==> src/sv/kcc_pkg.sv <==
// kcc_pkg: types, codes and fixed widths of the k-means color clusterer.
// No dependencies; used by kcc_isqrt, kcc_div and kmeans_color_clusterer.
`default_nettype none

package kcc_pkg;

  localparam int CLUSTERS = 3;
  localparam int K_W      = 2;   // cluster index width
  localparam int CHANS    = 3;
  localparam int DIST_W   = 34;  // squared distance, 3 * 16-bit squares
  localparam int ROOT_W   = 17;
  localparam int CFG_W    = 24;
  localparam int CFG_IDX_W = 3;

  localparam logic [31:0] SPREAD_NONE = 32'hFFFF_FFFF;
  localparam logic [31:0] SPREAD_MAX  = 32'hFFFF_FFFE;

  typedef enum logic [CFG_IDX_W-1:0] {
    REG_SEED_ZERO = 3'd0,
    REG_SEED_ONE  = 3'd1,
    REG_SEED_TWO  = 3'd2,
    REG_STOP_THR  = 3'd3,
    REG_ITER_CAP  = 3'd4
  } reg_idx_t;

  typedef enum logic [3:0] {
    ST_LOAD,
    ST_SEED,
    ST_SWEEP,
    ST_RD,
    ST_MUL,
    ST_SQ_GO,
    ST_SQRT,
    ST_ACC,
    ST_CHECK,
    ST_UPD,
    ST_UPD_WAIT,
    ST_EMIT
  } state_t;

  typedef struct packed {
    logic [7:0] chan_l;
    logic [7:0] chan_a;
    logic [7:0] chan_b;
    logic       last_point;
  } point_t;

  typedef struct packed {
    logic [1:0]  cluster_index;
    logic [15:0] mean_l;
    logic [15:0] mean_a;
    logic [15:0] mean_b;
    logic [12:0] member_count;
    logic        hit_cap;
    logic        overflow;
    logic        last_cluster;
  } result_t;

  // start control of the iterative helper units; done is a separate output
  typedef struct packed {
    logic start;
  } unit_ctl_t;

endpackage

`default_nettype wire

==> src/sv/kcc_div.sv <==
// kcc_div: restoring divider, one quotient bit per cycle.
// Depends on kcc_pkg for the control struct.
`default_nettype none

module kcc_div #(
  parameter int NW = 29,
  parameter int DW = 13
) (
  input  wire logic               clk,
  input  wire logic               rst,
  input  wire kcc_pkg::unit_ctl_t ctl,
  input  wire logic [NW-1:0]      num,
  input  wire logic [DW-1:0]      den,
  output logic                    done,
  output logic [NW-1:0]           quo
);

  localparam int CNT_W = $clog2(NW + 1);

  logic [DW-1:0]    rem;
  logic [DW-1:0]    dsr;
  logic [CNT_W-1:0] cnt;
  logic             busy;
  logic [DW:0]      rem_sh;

  assign rem_sh = {rem, quo[NW-1]};

  always_ff @(posedge clk) begin
    if (rst) begin
      busy <= 1'b0;
      done <= 1'b0;
      cnt  <= '0;
    end else begin
      done <= 1'b0;
      if (ctl.start) begin
        busy <= 1'b1;
        cnt  <= '0;
        quo  <= num;
        dsr  <= den;
        rem  <= '0;
      end else if (busy) begin
        // quotient bits shift in as numerator bits shift out
        if (rem_sh >= {1'b0, dsr}) begin
          rem <= DW'(rem_sh - {1'b0, dsr});
          quo <= {quo[NW-2:0], 1'b1};
        end else begin
          rem <= rem_sh[DW-1:0];
          quo <= {quo[NW-2:0], 1'b0};
        end
        if (cnt == CNT_W'(NW - 1)) begin
          busy <= 1'b0;
          done <= 1'b1;
        end
        cnt <= cnt + 1'b1;
      end
    end
  end

endmodule

`default_nettype wire

==> config.mk <==
export PLATFORM = sky130hd
export DESIGN_NAME = kcc_div
export DESIGN_NICKNAME = d
export VERILOG_FILES = /design/src/sv/kcc_pkg.sv /design/src/sv/kcc_div.sv
export SDC_FILE = /design/constraint.sdc
export NUM_CORES = 1
export LEC_CHECK = 0
export BUFFER_PORTS_ARGS = -buffer_cell sky130_fd_sc_hd__buf_2
export CORE_MARGIN = 8
export CORE_UTILIZATION = 48
export CTS_CLUSTER_DIAMETER = 100
export DETAILED_ROUTE_END_ITERATION = 10
export PLACE_DENSITY = 0.75
export SYNTH_ARGS = -nofsm -noshare
export SYNTH_HDL_FRONTEND = slang
export SYNTH_SLANG_ARGS = --single-unit
==> constraint.sdc <==
create_clock -name clk -period 3.2 [get_ports clk]
set_clock_uncertainty 0.05 [all_clocks]
set_input_delay 0.16 -clock clk [delete_from_list [all_inputs] [get_ports clk]]
set_output_delay 0.16 -clock clk [all_outputs]
set_load 0.02 [all_outputs]
# Word-level counts from Yosys, hierarchy flattened
# Cells that the tools add are included.
# op_classes
n_addsub	2
n_lt_le_gt_ge	1
eq_ne	1
mux	9
n_bitwise	2
reduce_logical	5
# ops
cell	count
$mux 29	2
$mux 13	2
$ge 14x13->1	1
$sub 13x13->13	1
$add 5x1->5 const B	1
$eq 5x5->1 const B	1
$mux 1	5
$reduce_and 2->1	2
$reduce_or 3->1	1
$not 1->1	2
$reduce_bool 2->1	1
$reduce_or 2->1	1
# word_totals
register_bits	62
input_bits	45
output_inout_bits	30
elab_cells	26

# Depth between registers and ports, before layout
# logic_depth
ltp_word	4
mapped_depth	12
depth_no_buf	11

# Worst setup path before layout
# No wires, ideal clock.
# synth_timing
kind	input -> register
from	input ctl
to	register quo[0] (enable)
arrival_ns	2.619
t_required_ns	2.709
slack_ns	0.090
cell_stages	4
cell_sequence	clkbuf_1 > clkbuf_1 > nor2_1 > nor2_1
# synth_between
elab_chain_len	2
# synth_rtl
item	line	rtl
start: declaration	kcc_div.sv:11	input wire kcc_pkg::unit_ctl_t ctl,
$reduce_bool 2->1 (no line)	-	
$reduce_and 2->1 (no line)	-	
end signal: assignment	kcc_div.sv:38	quo <= num;
end signal: assignment	kcc_div.sv:45	quo <= {quo[NW-2:0], 1'b1};
end signal: assignment	kcc_div.sv:48	quo <= {quo[NW-2:0], 1'b0};
end: declaration	kcc_div.sv:15	output logic [NW-1:0] quo
# Every way passes these cells.
# A chain may end at the register's enable or synchronous reset.

# Final worst setup path
# layout_timing
from	register quo[28]
to	register rem[0], data pin
# layout_between
elab_chain_len	3
# layout_rtl
item	line	rtl
$sub 13x13->13 / $ge 14x13->1 (equally long branches)	kcc_div.sv:44, kcc_div.sv:43	
$mux 13 *	kcc_div.sv:43	if (rem_sh >= {1'b0, dsr}) begin
$mux 13 *	kcc_div.sv:41	end else if (busy) begin
end signal: assignment	kcc_div.sv:44	rem <= DW'(rem_sh - {1'b0, dsr});
end signal: assignment	kcc_div.sv:47	rem <= rem_sh[DW-1:0];
end: declaration	kcc_div.sv:20	logic [DW-1:0] rem;
# Mark *: on every way between the ends. The rest lies on a longest branch, timed or not. The select of a mux whose other input is x is not followed.

==> key figures <==
Status
  – Run status: complete, no violations

Yosys
  – Syn nets: 309
  – Ys Warns: 0
  – Synth unique cells: 45
  – Post-Syn Area: 3200 µm²
  – Syn Inst Count: 248
  – EDFF count, synth: 55
  – Sequential area share after synthesis: 56.1%
  – Ys async rst share: 0%
  – Ys flop type: edfxtp_1
  – Yosys reg bits: 62
  – Synthesized area per cell: 12.9 µm²

Timing
  – Minimum clock period: 2.73 ns
  – Max-slew headroom: 55.3%
  – Total count of max-transition violations in the final report: 0
  – Unrepaired setup endpoints after global routing: no
  – Fin worst setup slack: 0.469 ns
  – Worst Tran Pin Value: 0.669 ns
  – Max frequency: 0.366 GHz
  – Final setup violation count: 0
  – Setup TNS: 0 ns
  – Crit share post-route: 85.3%
  – Endpoints failing hold: 0
  – Min Hold Slack: 0.0377 ns

CTS
  – Root buffer cell: clkbuf_8
  – Skew-Pair Late Insertion Delay: 0.34 ns
  – CTS tree: built
  – H-tree depth: 3
  – Clock buffer depth: 2
  – Clk sinks: 62
  – Post-cts gate resize count: 0
  – Register clock-pin slew on the reported worst setup and hold paths: 0.07 ns
  – Cts bufs inserted: 9

Finish
  – Design Area, Final: 3980 µm²
  – Diodes inserted: 0
  – Area Growth Syn to Fin: 24.5%
  – Final net count: 405
  – Finished Core Util: 62.3%
  – Finished Layout Cells: 426
  – Fraction of layout cells with a size suffix above 1: 36.4%

Floorplan
  – Die Span Y: 97.6 µm
  – Ports: 75
  – Site row count: 29
  – Initial core utilization: 50.0%
  – Die area: 9520 µm²
  – Core area: 6390 µm²
  – Die X: 97.6 µm

Detailed routing
  – DR vias/cell: 5.25
  – DRT antenna net count: 0
  – Initial DRC Count: 95
  – DRT Pass-1 Iters: 4
  – Via count: 2235
  – Drt drc: 0
  – Final WL: 6.81 mm
  – DR WL/cell: 16.0 µm

Setup path
  – R2r endpoint: rem[0]
  – Slowest cell on the critical path: fa_1
  – Worst-path cell chain: inv_1, ha_1, inv_1, fa_1, a21oi_1, o211ai_1, a21oi_4, a21oi_2, o32ai_4, buf_4, nor2b_1, a211oi_1
  – Worst-path maximum fanout: 12
  – R2R depth: 12
  – R2R Setup Slk: 0.47 ns
  – RR Startpoint: quo[28]
  – Crit Path Class: flop to flop
  – CP dominant cell by count: inv_1
  – Slowest stage delay, CP: 0.40 ns
  – Critical path capture point type: flop
  – Arr. time, crit path: 2.83 ns
  – Critical Path RT: 3.29 ns
  – Startpoint types: flop

Placement
  – Cell Area, Placed: 3670 µm²
  – Placed insts: 397
  – IO buf count: 74
  – Pre-CTS setup slack: 0.500 ns
  – GPL Wtd Cong: 0.801
  – Detailed placer's ending HPWL: 5.04 mm

Power and ir drop
  – P_leak: 1.67 nW
  – Design Power: 2.11 mW
  – Cell area power density: 530 nW/µm²
  – Peak VDD IR: 0.000286 V

Hold path
  – Hold Crit Class: primary input to flop
  – Min-delay src: rst
  – Hold Path Depth: 2
  – WHS Endpoint: busy

Global routing
  – Largest net degree at the start of global routing: 25
  – Grt ovf: 0
  – First-pass GRT wire length: 11.4 mm
  – Number of global-route vias before repair: 2481
  – GRT Overall Usage: 14.8%
  – Initial antenna violation count: 0

Run
  – Max-cap violation count: 0
==> flip-flops by register name, summed over array words and instances, names as in the netlist <==
| name | cells |
|---|---|
| rem | 13 |
| busy | 1 |
| cnt | 5 |
| dsr | 13 |
| quo | 29 |
| done | 1 |
==> worst max-delay path by stage <==
| stage | from | to | depth (start not counted) | slack (ns) |
|---|---|---|---|---|
| 6_report | quo[28] | rem[0] | 12 | 0.47 |
| 5_1_grt | quo[28] | rem[0] | 12 | 0.24 |
| 3_3_place_gp | quo[28] | rem[2] | 12 | 0.60 |
| 4_1_cts | quo[28] | rem[2] | 12 | 0.47 |
| 2_1_floorplan | ctl | quo[0] | 4 | 0.09 |
| 3_5_place_dp | quo[28] | rem[9] | 12 | 0.50 |
==> routing by layer <==
metal	wire length (µm)	vias to the layer above	track usage, %
met5	0	-	0
met4	129	0	7.69
met3	576	11	6.47
met2	3100	65	22.8
met1	3010	1054	16.9
li1	-	1105	-
==> report_power, final <==
part | switching [mW] | total, mW | internal (mW)
logic | 0.249 | 0.468 | 0.219
registers | 0.0310 | 0.989 | 0.958
clock network | 0.300 | 0.653 | 0.353
==> cell usage in the layout (no fill, tap or decap), drive strengths merged, types with 2 or more instances in the layout <==
cell         instances
o311ai               2
o21ai                4
ha                  15
a21o                 2
or3                  2
edfxtp              55
nor2                25
dfxtp                7
a21oi               11
nand2                8
o31ai                2
clkinv               3
nor3                 2
mux2                29
dlygate4sd3         13
xnor2                8
a211oi               3
and3                 2
buf                 80
nand3                2
nand4                3
mux2i               10
clkbuf              11
inv                 23
nand2b               2
nor2b                2
xor2                 5
==> cells in the mapped netlist, types with 2 or more instances <==
library cell / count / share of area (%)
nand2b_1: 2 / 0.39
a211oi_1: 3 / 0.70
o31ai_1: 2 / 0.47
or3_1: 2 / 0.39
o311ai_0: 2 / 0.55
a21oi_1: 9 / 1.4
nand4_1: 3 / 0.59
dfxtp_1: 7 / 4.4
nor2b_1: 2 / 0.39
ha_1: 15 / 5.9
xnor2_1: 8 / 2.2
o21ai_0: 3 / 0.47
mux2i_1: 10 / 3.1
nor2_1: 25 / 2.9
clkbuf_1: 6 / 0.70
mux2_2: 29 / 10
xor2_1: 5 / 1.4
and3_1: 2 / 0.39
nand2_1: 8 / 0.94
a21o_1: 2 / 0.47
nand3_1: 2 / 0.31
nor3_1: 2 / 0.31
edfxtp_1: 55 / 52
inv_1: 23 / 2.7
==> critical path, delay by kind of cell, from the launching register on <==
family	cells	cell delay [ns]
fa+ha+maj	2	0.55
compound gates	6	1.07
simple gates	1	0.07
flops	1	0.39
buf+inv	3	0.40
==> cells by family after synthesis <==
logic type / Yosys count / share of synthesized area, %
xor+xnor: 13 / 3.56
buf+inv: 31 / 4.23
compound gates: 34 / 8.42
simple gates: 53 / 7.87
mux: 39 / 13.4
fa+ha+maj: 16 / 6.50
flops: 62 / 56.1
==> layout make-up <==
type	count	area (µm²)
multi-input cells	155	1280
clock buffers	11	131
fillers	542	2410
repair buffers	93	546
clock inverters	5	50.0
flip-flops and latches	62	1790
well taps	77	96.3
inverters	23	86.3
==> timing repair <==
action | 4_1_cts | 5_1_grt
setup buffers | 0 | 0
endpoints found under the hold margin | 13 | 0
hold buffers | 13 | 0
(Power assumes the default switching activity.)
