## src/sv/kcc_pkg.sv

```systemverilog
// kcc_pkg: types, codes and fixed widths of the k-means color clusterer.
// No dependencies; used by kcc_isqrt, kcc_div and kmeans_color_clusterer.
`default_nettype none

package kcc_pkg;

  localparam int CLUSTERS = 3;
  localparam int K_W      = 2;   // cluster index width
  localparam int CHANS    = 3;
  localparam int DIST_W   = 34;  // squared distance, 3 * 16-bit squares
  localparam int ROOT_W   = 17;
  localparam int CFG_W    = 24;
  localparam int CFG_IDX_W = 3;

  localparam logic [31:0] SPREAD_NONE = 32'hFFFF_FFFF;
  localparam logic [31:0] SPREAD_MAX  = 32'hFFFF_FFFE;

  typedef enum logic [CFG_IDX_W-1:0] {
    REG_SEED_ZERO = 3'd0,
    REG_SEED_ONE  = 3'd1,
    REG_SEED_TWO  = 3'd2,
    REG_STOP_THR  = 3'd3,
    REG_ITER_CAP  = 3'd4
  } reg_idx_t;

  typedef enum logic [3:0] {
    ST_LOAD,
    ST_SEED,
    ST_SWEEP,
    ST_RD,
    ST_MUL,
    ST_SQ_GO,
    ST_SQRT,
    ST_ACC,
    ST_CHECK,
    ST_UPD,
    ST_UPD_WAIT,
    ST_EMIT
  } state_t;

  typedef struct packed {
    logic [7:0] chan_l;
    logic [7:0] chan_a;
    logic [7:0] chan_b;
    logic       last_point;
  } point_t;

  typedef struct packed {
    logic [1:0]  cluster_index;
    logic [15:0] mean_l;
    logic [15:0] mean_a;
    logic [15:0] mean_b;
    logic [12:0] member_count;
    logic        hit_cap;
    logic        overflow;
    logic        last_cluster;
  } result_t;

  // start control of the iterative helper units; done is a separate output
  typedef struct packed {
    logic start;
  } unit_ctl_t;

endpackage

`default_nettype wire

```

## src/sv/kcc_isqrt.sv

```systemverilog
// kcc_isqrt: bit-serial floor square root, two radicand bits per cycle.
// Depends on kcc_pkg for widths and the control struct.
`default_nettype none

module kcc_isqrt (
  input  wire logic                       clk,
  input  wire logic                       rst,
  input  wire kcc_pkg::unit_ctl_t         ctl,
  input  wire logic [kcc_pkg::DIST_W-1:0] radicand,
  output logic                            done,
  output logic [kcc_pkg::ROOT_W-1:0]      root
);

  localparam int REM_W = kcc_pkg::ROOT_W + 3;
  localparam int CNT_W = $clog2(kcc_pkg::ROOT_W + 1);

  logic [kcc_pkg::DIST_W-1:0] rad;
  logic [REM_W-1:0]           rem;
  logic [CNT_W-1:0]           cnt;
  logic                       busy;
  logic [REM_W-1:0]           rem_sh;
  logic [REM_W-1:0]           trial;

  always_comb begin
    rem_sh = {rem[REM_W-3:0], rad[kcc_pkg::DIST_W-1 -: 2]};
    trial  = REM_W'({root, 2'b01});
  end

  always_ff @(posedge clk) begin
    if (rst) begin
      busy <= 1'b0;
      done <= 1'b0;
      cnt  <= '0;
    end else begin
      done <= 1'b0;
      if (ctl.start) begin
        busy <= 1'b1;
        cnt  <= '0;
        rad  <= radicand;
        rem  <= '0;
        root <= '0;
      end else if (busy) begin
        rad <= {rad[kcc_pkg::DIST_W-3:0], 2'b00};
        if (rem_sh >= trial) begin
          rem  <= rem_sh - trial;
          root <= {root[kcc_pkg::ROOT_W-2:0], 1'b1};
        end else begin
          rem  <= rem_sh;
          root <= {root[kcc_pkg::ROOT_W-2:0], 1'b0};
        end
        if (cnt == CNT_W'(kcc_pkg::ROOT_W - 1)) begin
          busy <= 1'b0;
          done <= 1'b1;
        end
        cnt <= cnt + 1'b1;
      end
    end
  end

endmodule

`default_nettype wire

```

## config.mk

```make
export PLATFORM = sky130hd
export DESIGN_NAME = kcc_isqrt
export DESIGN_NICKNAME = d
export VERILOG_FILES = /design/src/sv/kcc_pkg.sv /design/src/sv/kcc_isqrt.sv
export SDC_FILE = /design/constraint.sdc
export NUM_CORES = 1
export LEC_CHECK = 0
export BUFFER_PORTS_ARGS = -buffer_cell sky130_fd_sc_hd__buf_2
export CAP_MARGIN = 5
export CORE_MARGIN = 4
export CORE_UTILIZATION = 24
export CTS_CLUSTER_SIZE = 30
export DETAILED_ROUTE_END_ITERATION = 10
export PLACE_DENSITY = 0.4
export REMOVE_ABC_BUFFERS = 1
export SYNTH_ARGS = -nofsm -noshare
export SYNTH_HDL_FRONTEND = slang
export SYNTH_SLANG_ARGS = --single-unit
```

## constraint.sdc

```tcl
create_clock -name clk -period 4.13 [get_ports clk]
set_input_delay 0.2065 -clock clk [delete_from_list [all_inputs] [get_ports clk]]
set_output_delay 0.2065 -clock clk [all_outputs]
set_load 0.02 [all_outputs]
```

=== After elaboration in Yosys (flattened, before gate mapping) ===
Index checks and enable logic that the tools add are counted.

* Register bits after elaboration: 76
* Input port bits: 37
* Output and inout port bits: 18
* Word-level logic and storage cells: 26

* $add $sub $neg: 2
* Order comparisons: 1
* Equality and inequality tests: 1
* Muxes and demuxes: 10
* Bitwise operators: 2
* Reductions and logical operators: 4

{| class="wikitable"
|+ Operator list
! operator !! count
|-
| $mux W34 || 2
|-
| $mux W18 || 2
|-
| $ge A20 B19 Y1 || 1
|-
| $sub A18 B18 Y18 || 1
|-
| $mux W17 || 1
|-
| $add A5 B1 Y5 const B || 1
|-
| $eq A5 B5 Y1 const B || 1
|-
| $mux W1 || 5
|-
| $reduce_or A3 Y1 || 1
|-
| $not A1 Y1 || 2
|-
| $reduce_and A2 Y1 || 1
|-
| $reduce_bool A2 Y1 || 1
|-
| $reduce_or A2 Y1 || 1
|}

=== Depth between registers and ports, before layout ===
Gate-level depths: netlist of the first run.

* Depth after elaboration: 4
* Depth in mapped cells: 11
* Depth with buffers taken out: 9

=== Least setup slack after synthesis of the first run ===
No wires, ideal clock.

* Path kind: input-to-reg
* Start point: input port ctl
* End point: register rad[0] (netlist name), enable pin
* Setup time: 0.496 ns
* Data arrival time: 3.620 ns
* Data required time: 3.634 ns
* Path slack: 0.014 ns
* Cell stages on the path: 4
* Path buffers: 2
* Cell sequence: clkbuf_1 > clkbuf_1 > nor2_1 > nor2_1

* Longest elaborated chain between the ends: 2

{| class="wikitable"
|+ Ends and longest elaborated chain
! item !! RTL line !! text
|-
| start: declaration || kcc_isqrt.sv:8 || <nowiki>input wire kcc_pkg::unit_ctl_t ctl,</nowiki>
|-
| $reduce_bool A2 Y1 (no source line) || n/a ||
|-
| $reduce_and A2 Y1 (no source line) || n/a ||
|-
| end signal: assignment || kcc_isqrt.sv:39 || <nowiki>rad <= radicand;</nowiki>
|-
| end signal: assignment || kcc_isqrt.sv:43 || <nowiki>rad <= {rad[kcc_pkg::DIST_W-3:0], 2'b00};</nowiki>
|-
| end: declaration || kcc_isqrt.sv:17 || <nowiki>logic [kcc_pkg::DIST_W-1:0] rad;</nowiki>
|}

Every way passes these cells.
A chain may end at the register's enable or synchronous reset.

=== Final worst setup path of the first run ===
* Start point: register rem[11]
* End point: register rem[15], data pin

* Longest elaborated chain between the ends: 3
* Elaborated cells between the ends (all ways): 4
* Those cells by class: add/sub (1); order compare (1); mux (2)

{| class="wikitable"
|+ Ends and longest elaborated chain
! item !! RTL line !! text
|-
| start: declaration || kcc_isqrt.sv:18 || <nowiki>logic [REM_W-1:0] rem;</nowiki>
|-
| start signal: assignment || kcc_isqrt.sv:45 || <nowiki>rem <= rem_sh - trial;</nowiki>
|-
| start signal: assignment || kcc_isqrt.sv:48 || <nowiki>rem <= rem_sh;</nowiki>
|-
| $sub A18 B18 Y18 or $ge A20 B19 Y1 (tied branches) || kcc_isqrt.sv:45, kcc_isqrt.sv:44 ||
|-
| $mux W18 * || kcc_isqrt.sv:44 || <nowiki>if (rem_sh >= trial) begin</nowiki>
|-
| $mux W18 * || kcc_isqrt.sv:42 || <nowiki>end else if (busy) begin</nowiki>
|}

Mark *: on every way between the ends. The rest lies on a longest branch, timed or not. The select of a mux whose other input is x is not followed.

==> results_dict.tcl, run 1 <==
set metrics [dict create \
    outcome "finished clean" \
    layout.nets 449 \
    tritoncts "yes" \
    clk_path_buf_depth 2 \
    grt_pass1_wl_um 14800 \
    clockRootBuffer "clkbuf_16" \
    final_common_cell "edfxtp_1" \
    path_class "flop to flop" \
    required_ps 4190 \
    ys_seq_area_share_pct 54.1 \
    drt-vias-per-instance 4.32 \
    syn_area_um2 4090 \
    ioPinCount 55 \
    grt_max_degree 69 \
    critPathArrivalTime_ps 2550 \
    synth-main-ff-cell "edfxtp_1" \
    grt_pass1_vias 2848 \
    via_count 2659 \
    start_util_pct 24.6 \
    dpl_cell_area_um2 4590 \
    timing.setup.tns_ps 0 \
    synth.distinct_cells 47 \
    cts_num_sinks 76 \
    insertion_delay_ps 340 \
    clk_pin_slew_ps 60 \
    die_area_um2 19200 \
    slew_violations 0 \
    min_path_type "input port to flop" \
    post-place-ws_ps 1620 \
    power_density_nw_per_um2 453 \
    period_minus_slack_ps 2480 \
    cts_buffers 9 \
    firstDrtPassIters 4 \
    gp_congestion 0.784 \
    dp_cells 600 \
    yosys_warnings 0 \
    maxCapViolations 0 \
    cp-start-kind "flop" \
    maxClockFrequency_ghz 0.403 \
    drt_wl_total_um 8670 \
    fillerInstances 1740 \
    placementRows 47 \
    rsz0062_at_grt "no" \
    io_buffers 54 \
    cp_max_fo 19 \
    synthCells 338 \
    dp_hpwl_um 6050 \
    die-width_um 139 \
    core-area_um2 16600 \
    post-route-drc-count 0 \
    skew_ps 7.15 \
    p_leak_nw 1.91 \
    hold_viol 0 \
    setup_viol 0 \
    stdcell_count 616 \
    wl_per_cell_um 14.1 \
    final_layout_size_suffix_gt1_share_pct 29.0 \
    ir_worst_vdd_v 0.000205 \
    dr.first_iter.drc_count 111 \
    end_kind "flop" \
    reg2reg_slack_ps 1650 \
    synthArstFlopShare_pct 0 \
    postCtsSetupBuffers 0 \
    cts_hold_buf 0 \
    drtAntennaViolNets 0 \
    stdcell_area_um2 4890 \
    ctsResizeCount 0 \
    synth_seq_cells 76 \
    die_y_um 139 \
    grt_overflow 0 \
    grt_use_total_pct 9.54 \
    slew_headroom_pct 46.9 \
    fin_crit_sh_pct 60.1 \
    avgSynthCellArea_um2 12.1 \
    fin_ws_ps 1650 \
    worstMarginPinSlew_ps 797 \
    cts_htree_levels 3 \
    antenna_found_initial 1 \
    synth-edff-count 69 \
    diodes 0 \
    layout_common_cells "edfxtp_1 (69), buf_2 (54), nor2_1 (42), mux2_2 (32), inv_1 (23)" \
    area_growth_pct 19.5 \
]
-- Yosys cell counts, drive strengths merged (6+ instances only) --
cell | number | area share, %
buf | 6 | 1.3
nand2 | 16 | 1.9
clkbuf | 8 | 0.73
a21oi | 17 | 2.4
inv | 23 | 2.1
nand3 | 7 | 0.86
ha | 21 | 6.4
mux2i | 13 | 3.2
dfxtp | 7 | 3.4
xor2 | 8 | 1.7
xnor2 | 12 | 2.6
mux2 | 32 | 8.8
nand4 | 7 | 1.4
nor2 | 44 | 4.1
o21ai | 12 | 1.5
edfxtp | 69 | 51
-- cells by family (layout without fill, tap and decap cells) --
kind of cell | after synthesis | in the layout | share of synthesized area [%]
xor gates and xnor gates | 20 | 20 | 4.28
DFF | 76 | 76 | 54.1
buffers and inverters | 37 | 95 | 4.10
and+or+nand+nor | 89 | 89 | 10.7
muxes | 45 | 45 | 12.0
adders and majority gates | 21 | 21 | 6.42
AOI/OAI and AO/OA | 50 | 50 | 8.41
-- layer usage --
| metal | GRT usage, % | vias up | routed length, µm | part of all wire, % |
|---|---|---|---|---|
| li1 | - | 1327 | - | - |
| met4 | 2.96 | 2 | 97 | 1.1 |
| met5 | 0 | - | 8 | 0.092 |
| met3 | 3.83 | 10 | 596 | 6.9 |
| met2 | 15.2 | 54 | 3930 | 45 |
| met1 | 11.9 | 1266 | 4040 | 47 |
-- final timing paths --
kind,from,end,depth (start not counted)
max,rem[11]$_SDFFCE_PP0P_,rem[15]$_SDFFCE_PP0P_,8
min,rst,busy$_SDFF_PP0_,2
max reg2reg,rem[11]$_SDFFCE_PP0P_,rem[15]$_SDFFCE_PP0P_,8
min reg2reg,cnt[4]$_SDFFE_PP0P_,cnt[4]$_SDFFE_PP0P_,2
-- state kept, by name (all words and copies together), names as in the netlist --
name,cells
busy,1
rad,34
root,17
done,1
cnt,5
rem,18
-- final cells by class --
cell class                      instances  area [µm²]  share of cell area, %
Tap cell                              220         275                   5.63
Clock inverter                          7        75.1                   1.53
Multi-Input combinational cell        225        1720                   35.1
Inverter                               23        86.3                   1.77
Sequential cell                        76        2210                   45.2
Timing Repair Buffer                   56         298                   6.09
Clock buffer                            9         225                   4.60
-- per-stage QoR --
step / util (%) / hold slack, ps / power (mW)
2_1_floorplan: - / 279 / 1.31
3_3_place_gp: 27.6 / 445 / 1.44
3_5_place_dp: 27.6 / 453 / 1.43
4_1_cts: 29.4 / 88.4 / 2.25
5_1_grt: 29.4 / 114 / 2.35
6_report: 29.4 / 102 / 2.21
-- critical path, stage by stage, from the launching register on --
cell	delay [ps]
edfxtp_1	430
ha_1	430
a211o_1	340
a21oi_4	190
a21oi_1	80
nand2b_2	240
nand2_8	200
mux2i_1	240
nor2_1	60
-- where the power goes --
part | switching (mW) | total (mW) | internal (mW)
sequential | 0.0248 | 0.941 | 0.916
combinational | 0.267 | 0.467 | 0.200
clock | 0.336 | 0.806 | 0.470
total | 0.627 | 2.21 | 1.59
Note: power is estimated with default switching activity, not from simulation.
==> run 2, diff against run 1 <==
- ABC_AREA: default -> 1
- PLACE_DENSITY: 0.4 -> 0.39
- clock period: 4.13 -> 2.4 ns (I/O delays scaled with it)
==> run 2 against run 1 <==
  * First-iteration DRC count is 23% higher
  * Worst hold slack worse by 72 ps
  * Combinational power grew 77%
  * Clock power grew 76%
  * Sequential power rose by 70%
  * Maximum frequency increased by 11%
  * Via count up 34%
  * Global-route usage grew 1.5 points
  * Die area rose by 7.5%
  * Synthesized cell count rose by 63%
  * Largest cell class unchanged
==> results_dict.tcl, run 2 <==
set metrics [dict create \
    ys_seq_area_share_pct 50.1 \
    cts_num_sinks 76 \
    post-route-drc-count 0 \
    dp_hpwl_um 7480 \
    synth.distinct_cells 31 \
    tritoncts "yes" \
    layout_common_cells "nand2_1 (219), edfxtp_1 (69), nor2_1 (68), inv_1 (66), buf_2 (54)" \
    cp_max_fo 16 \
    synth_top_area_share_pct 46.9 \
    period_minus_slack_ps 2240 \
    io_buffers 54 \
    fin_util_pct 29.7 \
    final_common_cell "nand2_1" \
    drt_wl_total_um 10900 \
    p_leak_nw 2.57 \
    layout.nets 673 \
    synthArstFlopShare_pct 0 \
    cts_hold_buf 0 \
    synth_common_cells "nand2_1 (219), edfxtp_1 (69), nor2_1 (68)" \
    avgSynthCellArea_um2 8.00 \
    hold_viol 0 \
    insertion_delay_ps 340 \
    placementRows 49 \
    top_register "rad" \
    antenna_found_initial 0 \
    yosysMostFrequentCell "nand2_1" \
    die_area_um2 20600 \
    synthCells 552 \
    core-area_um2 18000 \
    final_layout_size_suffix_gt1_share_pct 16.5 \
    total_power_mw 3.85 \
    slew_violations 0 \
    firstDrtPassIters 5 \
    grt_use_total_pct 11.0 \
    diodes 0 \
    via_count 3550 \
    hp-start "radicand[0]" \
    setup_viol 0 \
    fin_crit_sh_pct 93.5 \
    die-width_um 144 \
    worstMarginPinSlew_ps 566 \
    synth.largest_area_cell "edfxtp_1" \
    start_util_pct 24.5 \
    cts_buffers 9 \
    r2r-start "rem[3]$_SDFFCE_PP0P_" \
    die_y_um 144 \
    power_density_nw_per_um2 720 \
    largest_register_ffs 34 \
    clk_pin_slew_ps 60 \
    wl_per_cell_um 12.8 \
    slew_headroom_pct 62.3 \
    area_growth_pct 21.0 \
    cp-start-kind "flop" \
    timing.setup.tns_ps 0 \
    end_kind "flop" \
    yosys_warnings 0 \
    synth_area_leaders "edfxtp_1 (47%), nand2_1 (19%), ha_1 (5.9%), nor2_1 (5.8%), inv_1 (5.6%)" \
    grt_pass1_wl_um 17700 \
    required_ps 2510 \
    clk_path_buf_depth 2 \
    synth-main-ff-cell "edfxtp_1" \
    ioPinCount 55 \
    maxCapViolations 0 \
    ir_worst_vdd_v 0.000366 \
    dr.first_iter.drc_count 136 \
    grt_max_degree 55 \
    min_path_type "input port to flop" \
    clockRootBuffer "clkbuf_16" \
    synth_seq_cells 76 \
    outcome "finished clean" \
    gp_congestion 0.841 \
    syn_area_um2 4420 \
    drt-vias-per-instance 4.18 \
    cts_htree_levels 3 \
    grt_overflow 0 \
    drtAntennaViolNets 0 \
    critPathArrivalTime_ps 2350 \
    skew_ps 10.3 \
    grt_pass1_vias 3605 \
    startpoint "rem[3]$_SDFFCE_PP0P_" \
    largestRegisters "rad: 34 flops, rem: 18 flops, root: 17 flops" \
    path_class "flop to flop" \
    synth-edff-count 69 \
    timing.hold.ws_ps 30.0 \
    maxClockFrequency_ghz 0.445 \
]
-- run 2: path summary, 6_finish.rpt --
kind | slack, ps | depth (start not counted) | end
setup / recovery | 160 | 11 | rem[11]$_SDFFCE_PP0P_
hold / removal | 30 | 3 | rad[0]$_SDFFCE_PN0P_
setup reg to reg | 160 | 11 | rem[11]$_SDFFCE_PP0P_
hold reg to reg | 460 | 1 | cnt[4]$_SDFFE_PP0P_
-- run 2: logic make-up after synthesis --
| group | synth area share (%) |
|---|---|
| buffers and inverters | 7.82 |
| flip-flops | 50.1 |
| XOR/XNOR | 1.59 |
| AND/OR/NAND/NOR | 30.5 |
| AO/OA/AOI/OAI | 4.05 |
| adder cells (fa/ha/maj) | 5.95 |
-- run 2: stage by stage --
step	cells	worst slack [ps]	area (µm²)
6_report	849	155	5350
5_1_grt	849	-8.03	5350
4_1_cts	845	55.7	5290
3_5_place_dp	829	85.0	4980
3_3_place_gp	829	52.4	4980
2_1_floorplan	538	-2730	4340
-- run 2: repair_timing --
action,4_1_cts,5_1_grt
endpoints found under the setup margin,0,19
setup buffers,0,3
resized for setup,0,4
-- run 2: area by class of cell --
| cell class | instances | area [µm²] |
|---|---|---|
| Clock inverter | 6 | 71.3 |
| Inverter | 72 | 270 |
| Sequential cell | 76 | 2210 |
| Timing Repair Buffer | 65 | 365 |
| Fill cell | 1984 | 12700 |
| Clock buffer | 10 | 239 |
| Tap cell | 229 | 287 |
| Multi-Input combinational cell | 391 | 1900 |
-- run 2: per-layer routing --
layer | routed length (µm) | track usage [%]
met4 | 189 | 4.06
met1 | 5060 | 13.2
met5 | 0 | 0
met2 | 5130 | 18.6
met3 | 506 | 3.26
-- run 2: worst max-delay path, stage by stage (launching register included) --
cell,delay (ps)
edfxtp_1,400
ha_1,370
nand2_1,160
nor2_2,160
nand2_1,100
o21ai_2,190
a21oi_4,70
buf_4,150
nand2_4,210
nand2_1,100
inv_1,60
nor2_1,30
-- run 2: where the power goes --
part           leakage [nW]  switching, mW  internal (mW)
Sequential            0.727         0.0387           1.57
Clock                 0.145          0.579          0.841
Combinational          1.70          0.526          0.299
Total                  2.57           1.14           2.71
